## src/sv/bnd_pkg.sv

```systemverilog
// ----------------------------------------------------------------------------
// bnd_pkg
// Shared widths, codes and types of the bounded note dispenser.
// ----------------------------------------------------------------------------
package bnd_pkg;

    localparam int AMT_W     = 20;
    localparam int VAL_W     = 16;
    localparam int CNT_W     = 12;
    localparam int MAX_RES   = 8;
    localparam int SLOTS_DEF = 8;
    localparam int FEW_W     = 16;

    localparam logic [FEW_W-1:0] NO_WAY = '1;

    localparam logic [1:0] OP_LOAD   = 2'd0;
    localparam logic [1:0] OP_GREEDY = 2'd1;
    localparam logic [1:0] OP_FEWEST = 2'd2;

    localparam logic [1:0] ST_DISPENSED = 2'd0;
    localparam logic [1:0] ST_NO_WAY    = 2'd1;
    localparam logic [1:0] ST_LOADED    = 2'd2;

    typedef struct packed {
        logic             en;
        logic [AMT_W-1:0] addr;
        logic [FEW_W-1:0] data;
    } tbl_wr_t;

endpackage

```

## src/sv/bnd_div.sv

```systemverilog
// ----------------------------------------------------------------------------
// bnd_div
// Restoring divider, one quotient bit per cycle.
// ----------------------------------------------------------------------------
module bnd_div
    import bnd_pkg::*;
(
    input  logic             aclk,
    input  logic             aresetn,
    input  logic             start,
    input  logic [AMT_W-1:0] dividend,
    input  logic [VAL_W-1:0] divisor,
    output logic             done,
    output logic [AMT_W-1:0] quotient
);

    localparam int STEP_W = $clog2(AMT_W);

    logic              busy_reg;
    logic              done_reg;
    logic [STEP_W-1:0] cnt_reg;
    logic [VAL_W:0]    r_reg;
    logic [AMT_W-1:0]  q_reg;
    logic [VAL_W-1:0]  d_reg;
    logic [VAL_W:0]    r_sh;
    logic [VAL_W:0]    diff;
    logic              ge;

    always_comb begin
        r_sh = {r_reg[VAL_W-1:0], q_reg[AMT_W-1]};
        ge   = r_sh >= {1'b0, d_reg};
        diff = r_sh - {1'b0, d_reg};
    end

    always_ff @(posedge aclk) begin
        if (!aresetn) begin
            busy_reg <= 1'b0;
            done_reg <= 1'b0;
            cnt_reg  <= '0;
        end else begin
            done_reg <= 1'b0;
            if (start) begin
                busy_reg <= 1'b1;
                cnt_reg  <= '0;
                r_reg    <= '0;
                q_reg    <= dividend;
                d_reg    <= divisor;
            end else if (busy_reg) begin
                r_reg   <= ge ? diff : r_sh;
                q_reg   <= {q_reg[AMT_W-2:0], ge};
                cnt_reg <= cnt_reg + 1'b1;
                if (cnt_reg == STEP_W'(AMT_W - 1)) begin
                    busy_reg <= 1'b0;
                    done_reg <= 1'b1;
                end
            end
        end
    end

    assign done     = done_reg;
    assign quotient = q_reg;

endmodule

```

## config.mk

```make
export PLATFORM = sky130hd
export DESIGN_NAME = bnd_div
export DESIGN_NICKNAME = d
export VERILOG_FILES = /design/src/sv/bnd_pkg.sv /design/src/sv/bnd_div.sv
export SDC_FILE = /design/constraint.sdc
export NUM_CORES = 1
export LEC_CHECK = 0
export BUFFER_PORTS_ARGS = -buffer_cell sky130_fd_sc_hd__buf_2
export CORE_MARGIN = 10
export CORE_UTILIZATION = 60
export DETAILED_ROUTE_END_ITERATION = 10
export GPL_TIMING_DRIVEN = 0
export PLACE_DENSITY_LB_ADDON = 0.25
export SYNTH_ARGS = -nofsm -noshare
export SYNTH_HDL_FRONTEND = slang
export SYNTH_SLANG_ARGS = --single-unit
```

## constraint.sdc

```tcl
create_clock -name aclk -period 6.6 [get_ports aclk]
set_input_delay 1.32 -clock aclk [delete_from_list [all_inputs] [get_ports aclk]]
set_output_delay 1.32 -clock aclk [all_outputs]
set_load 0.03 [all_outputs]
```

Yosys cells after proc, flatten, opt, wreduce, memory -nomap -nowiden

Index checks and enable logic that the tools add are counted.

Bits in read-only memories: 0
RAM bits: 0
Register bits: 59
Output and inout bits: 21
Bits in latches: 0
Logic and storage cells: 25
Memories kept: 0

Divide/modulo/power cells: 0
Mux-type cells: 8
Multiply operators: 0
Equal/unequal tests: 1
Shifts and indexed selects: 0
Magnitude comparators: 1
Bitwise logic cells: 2
Add/sub/neg operators: 2
Reduce and logical (&&, ||, !) cells: 5

Operators with widths:

| operator                                     | number |
|---|---|
| 2-to-1 mux 20 bit                            | 2 |
| 2-to-1 mux 16 bit                            | 2 |
| greater-or-equal comparator 17 x 16 -> 1 bit | 1 |
| subtractor 16 bit                            | 1 |
| adder 5 x 1 -> 5 bit, second input constant  | 1 |
| == test 5 bit, second input constant         | 1 |
| 2-to-1 mux 1 bit                             | 4 |
| AND reduction 2 bit                          | 2 |
| OR reduction 3 bit                           | 1 |
| inverter 1 bit                               | 2 |
| nonzero test 2 bit                           | 1 |
| OR reduction 2 bit                           | 1 |

Logic depth before layout (Yosys ltp)

Word-level depth: 4
Depth in mapped cells: 10

Worst setup path after synthesis

OpenSTA, ideal clock, no wires.

Path kind: in2reg
From: input port start
To: register q_reg[0], in the netlist quotient[0], enable pin
Setup slack: 3,721 ps
Arrival: 2,489 ps
Required time: 6,209 ps
Library setup time: 391 ps
Stages on the path: 3
Cell sequence: buf_1 o21ai_0 inv_1

Longest elaborated chain between the ends: 2

RTL lines:

| element                              | RTL line      | RTL |
|---|---|---|
| start: declaration                   | bnd_div.sv:10 | `input logic start,` |
| nonzero test 2 bit (no source line)  | -             |  |
| AND reduction 2 bit (no source line) | -             |  |
| end signal: assignment               | bnd_div.sv:46 | `q_reg <= dividend;` |
| end signal: assignment               | bnd_div.sv:50 | `q_reg <= {q_reg[AMT_W-2:0], ge};` |
| end: declaration                     | bnd_div.sv:23 | `logic [AMT_W-1:0] q_reg;` |

Every way passes these cells.
A chain may end at the register's enable or synchronous reset.

Worst setup path in the final report

From: input port start
To: register r_reg[6], enable pin

Longest elaborated chain between the ends: 2

RTL lines:

| element                              | RTL line      | RTL |
|---|---|---|
| nonzero test 2 bit (no source line)  | -             |  |
| AND reduction 2 bit (no source line) | -             |  |
| end signal: assignment               | bnd_div.sv:49 | `r_reg <= ge ? diff : r_sh;` |
| end: declaration                     | bnd_div.sv:22 | `logic [VAL_W:0] r_reg;` |

Every way passes these cells.

==> reports/results.ini <==
[critical_path]
crit_fanout=22
rrSetupSlack_ns=4.01
critPathArrivalTime_ns=2.85
cp-end-kind=flop
max_stage_delay_ns=0.56
cp-start-kind=input pin
critPathBufInv=3
worst_path_max_delay_cell=clkinv_1
cpLargestDelayFamily=buffers and inverters
path_cells=buf_1 -> o21ai_0 -> clkinv_1 -> buf_16
critical_path_class=in2reg
critical_path_required_ns=6.69

[cells_and_area]
synthToLayoutAreaGrowth_pct=19.6
n_antenna_cell=0
largest_register_ffs=20
drive_gt1_share_pct=31.3
nNetsFinal=397
utilization_pct=74.7

[global_routing]
grt_antenna_before_repair=0
grt_pass1_wl_mm=11.9
grt_pass1_vias=2541
grtUsageTotal_pct=17.2
grt_max_degree=37
grt_overflow=0

[detailed_routing]
num_vias=2268
avgViaCountPerCell=5.47
dr.pass1.iters=4
wl_mm=6.94
antenna_left=0
initialDrtViolationCount=139
drt_drc_violations_left=0
wire_per_inst_um=16.7

[yosys]
synth_top_family_by_area=compound AO/OA/AOI/OAI gates
synth_flop_cell=edfxtp_1
yosys.area_share.simple_pct=8.73
synthArstFlopShare_pct=0
synth_area_mm2=0.00321
synth.distinct_cells=45
ys_seq_elements=59
synth_mux_area_share_pct=9.82
yosys_warnings=0
synth_xor_area_share_pct=4.09
synth-compound-area-share_pct=12.7
synth.avg_cell_area_um2=11.9
synthAdderAreaFrac_pct=7.25
ys_seq_area_share_pct=53.0
synth_edf_count=52
syn_inst=270
syn_nets=327

[timing]
report.final.slew_viol_count=0
post-route-period-util_pct=41.8
hold_viol=0
worstMarginPinSlew_ns=0.696
fin_crit_ns=2.76
fin_setup_tns_ns=0
skew_ns=0.0115
max_slew_margin_pct=53.5
setup_viol=0
rsz0062_at_grt=no
fmax_ghz=0.362

[clock_network]
ctsResizeCount=0
cts_buffers=9
cts_sinks=59
htree_levels=3
cts_root_buffer=clkbuf_8
clk_latency_ns=0.35
clockBufferDepth=2
cts_setup_buffers=0
clkTransAtPathRegs_ns=0.07
holdBufCountCts=0
cts_tree=built

[die]
fp-row-count=26
die_area_mm2=0.00868
fp.dieH_um=93.2
core_area_mm2=0.00514
initial_utilization_pct=62.5
io_pins=60
die_width_um=93.2

[power_and_ir_drop]
leakage_nw=1.64
ir_worst_vdd_mv=0.247
power_density_mw_per_mm2=282

[placed_design]
place.gp.congestion=0.811
io_buffer_count=58
dp_hpwl_mm=4.88

[run]
drv_cap=0

[run_status]
outcome=finished clean

[hold_path]
worstHoldPathType=reg2reg

cell type report:
type	count	area (um2)
Inverter	22	82.6
Clock buffer	10	138
Multi-Input combinational cell	179	1370
Sequential cell	59	1700
Buffer	10	60.1
Tap cell	70	87.6
Timing Repair Buffer	59	318
Clock inverter	6	87.6
Fill cell	372	1300
final timing paths:
kind                            depth (start not counted)        from    endpoint
worst max-delay path                                    4       start    r_reg[6]
worst min-delay path                                    2  cnt_reg[4]  cnt_reg[4]
worst max register to register                          8    r_reg[6]   r_reg[12]
worst min register to register                          2  cnt_reg[4]  cnt_reg[4]
power breakdown:
group	internal (W)	switching, W	leakage, nW
Combinational	0.000108	0.000141	0.974
Clock	0.000223	0.000156	0.117
Sequential	0.000442	0.0000127	0.554
per-stage QoR:
| step | worst slack (ns) | power, W | instance area, um2 | std cells | hold WS [ns] |
|---|---|---|---|---|---|
| 2_1_floorplan | 3.72 | 0.000647 | 3210 | 270 | 0.471 |
| 3_5_place_dp | 3.11 | 0.000705 | 3590 | 398 | 0.526 |
| 5_1_grt | 3.69 | 0.00114 | 3840 | 415 | 0.568 |
| 4_1_cts | 3.50 | 0.00108 | 3810 | 414 | 0.541 |
| 3_3_place_gp | 3.18 | 0.000696 | 3590 | 398 | 0.486 |
| 6_report | 3.84 | 0.00108 | 3840 | 415 | 0.537 |
worst min-delay path, cell delays in order (launching register included):
cell and delay (ns):
dfxtp_1 0.35, xor2_1 0.07, nor2_1 0.08
synthesized netlist by cell type, drive strengths merged (2+ instances only):
cell,count,share of area (%)
buf,5,1.3
mux2i,9,2.8
nor2,24,2.8
mux2,20,7.0
ha,17,6.6
nand3,4,0.62
a21o,8,2.0
o211ai,2,0.62
nand2,17,2.0
xor2,5,1.4
nand4,5,0.97
nor3b,3,0.70
o21a,5,1.2
o21ai,8,1.2
edfxtp,52,49
a21oi,13,2.1
clkbuf,5,0.58
xnor2,10,2.7
nand2b,4,0.78
dfxtp,7,4.4
a211oi,6,1.7
inv,22,2.6
a31oi,3,0.58
routing by layer:
metal / vias up / wire length (um) / global-route usage (%)
li1: 1132 / - / -
met5: - / 0 / 0
met2: 74 / 3320 / 27.5
met4: 0 / 78 / 5.78
met3: 9 / 655 / 9.35
met1: 1053 / 2890 / 19.0
logic make-up after synthesis:
kind of cell	Yosys count
AND/OR/NAND/NOR	61
flip-flops	59
AO/OA/AOI/OAI	56
buffers and inverters	32
multiplexers	29
adder cells (fa/ha/maj)	18
XOR/XNOR	15
cells in the final DEF, fill, tap and decap left out, types with 3 or more instances in the layout:
cell type  synthesis  layout
a211oi_1           4       4
a21o_1             5       5
a21o_2             3       3
a21oi_1           12      12
a31oi_1            3       3
buf_2              0      58
buf_6              3       3
clkbuf_1           5       5
clkbuf_8           0      10
dfxtp_1            7       7
edfxtp_1          52      52
ha_1              17      17
inv_1             22      21
mux2_2            20      20
mux2i_1            9       9
nand2_1           17      17
nand2b_1           4       4
nand3_1            4       4
nand4_1            5       5
nor2_1            24      24
nor3b_1            3       3
o21a_1             5       5
o21ai_0            7       7
xnor2_1           10      10
xor2_1             5       5
Note: power is estimated with default switching activity, not from simulation.
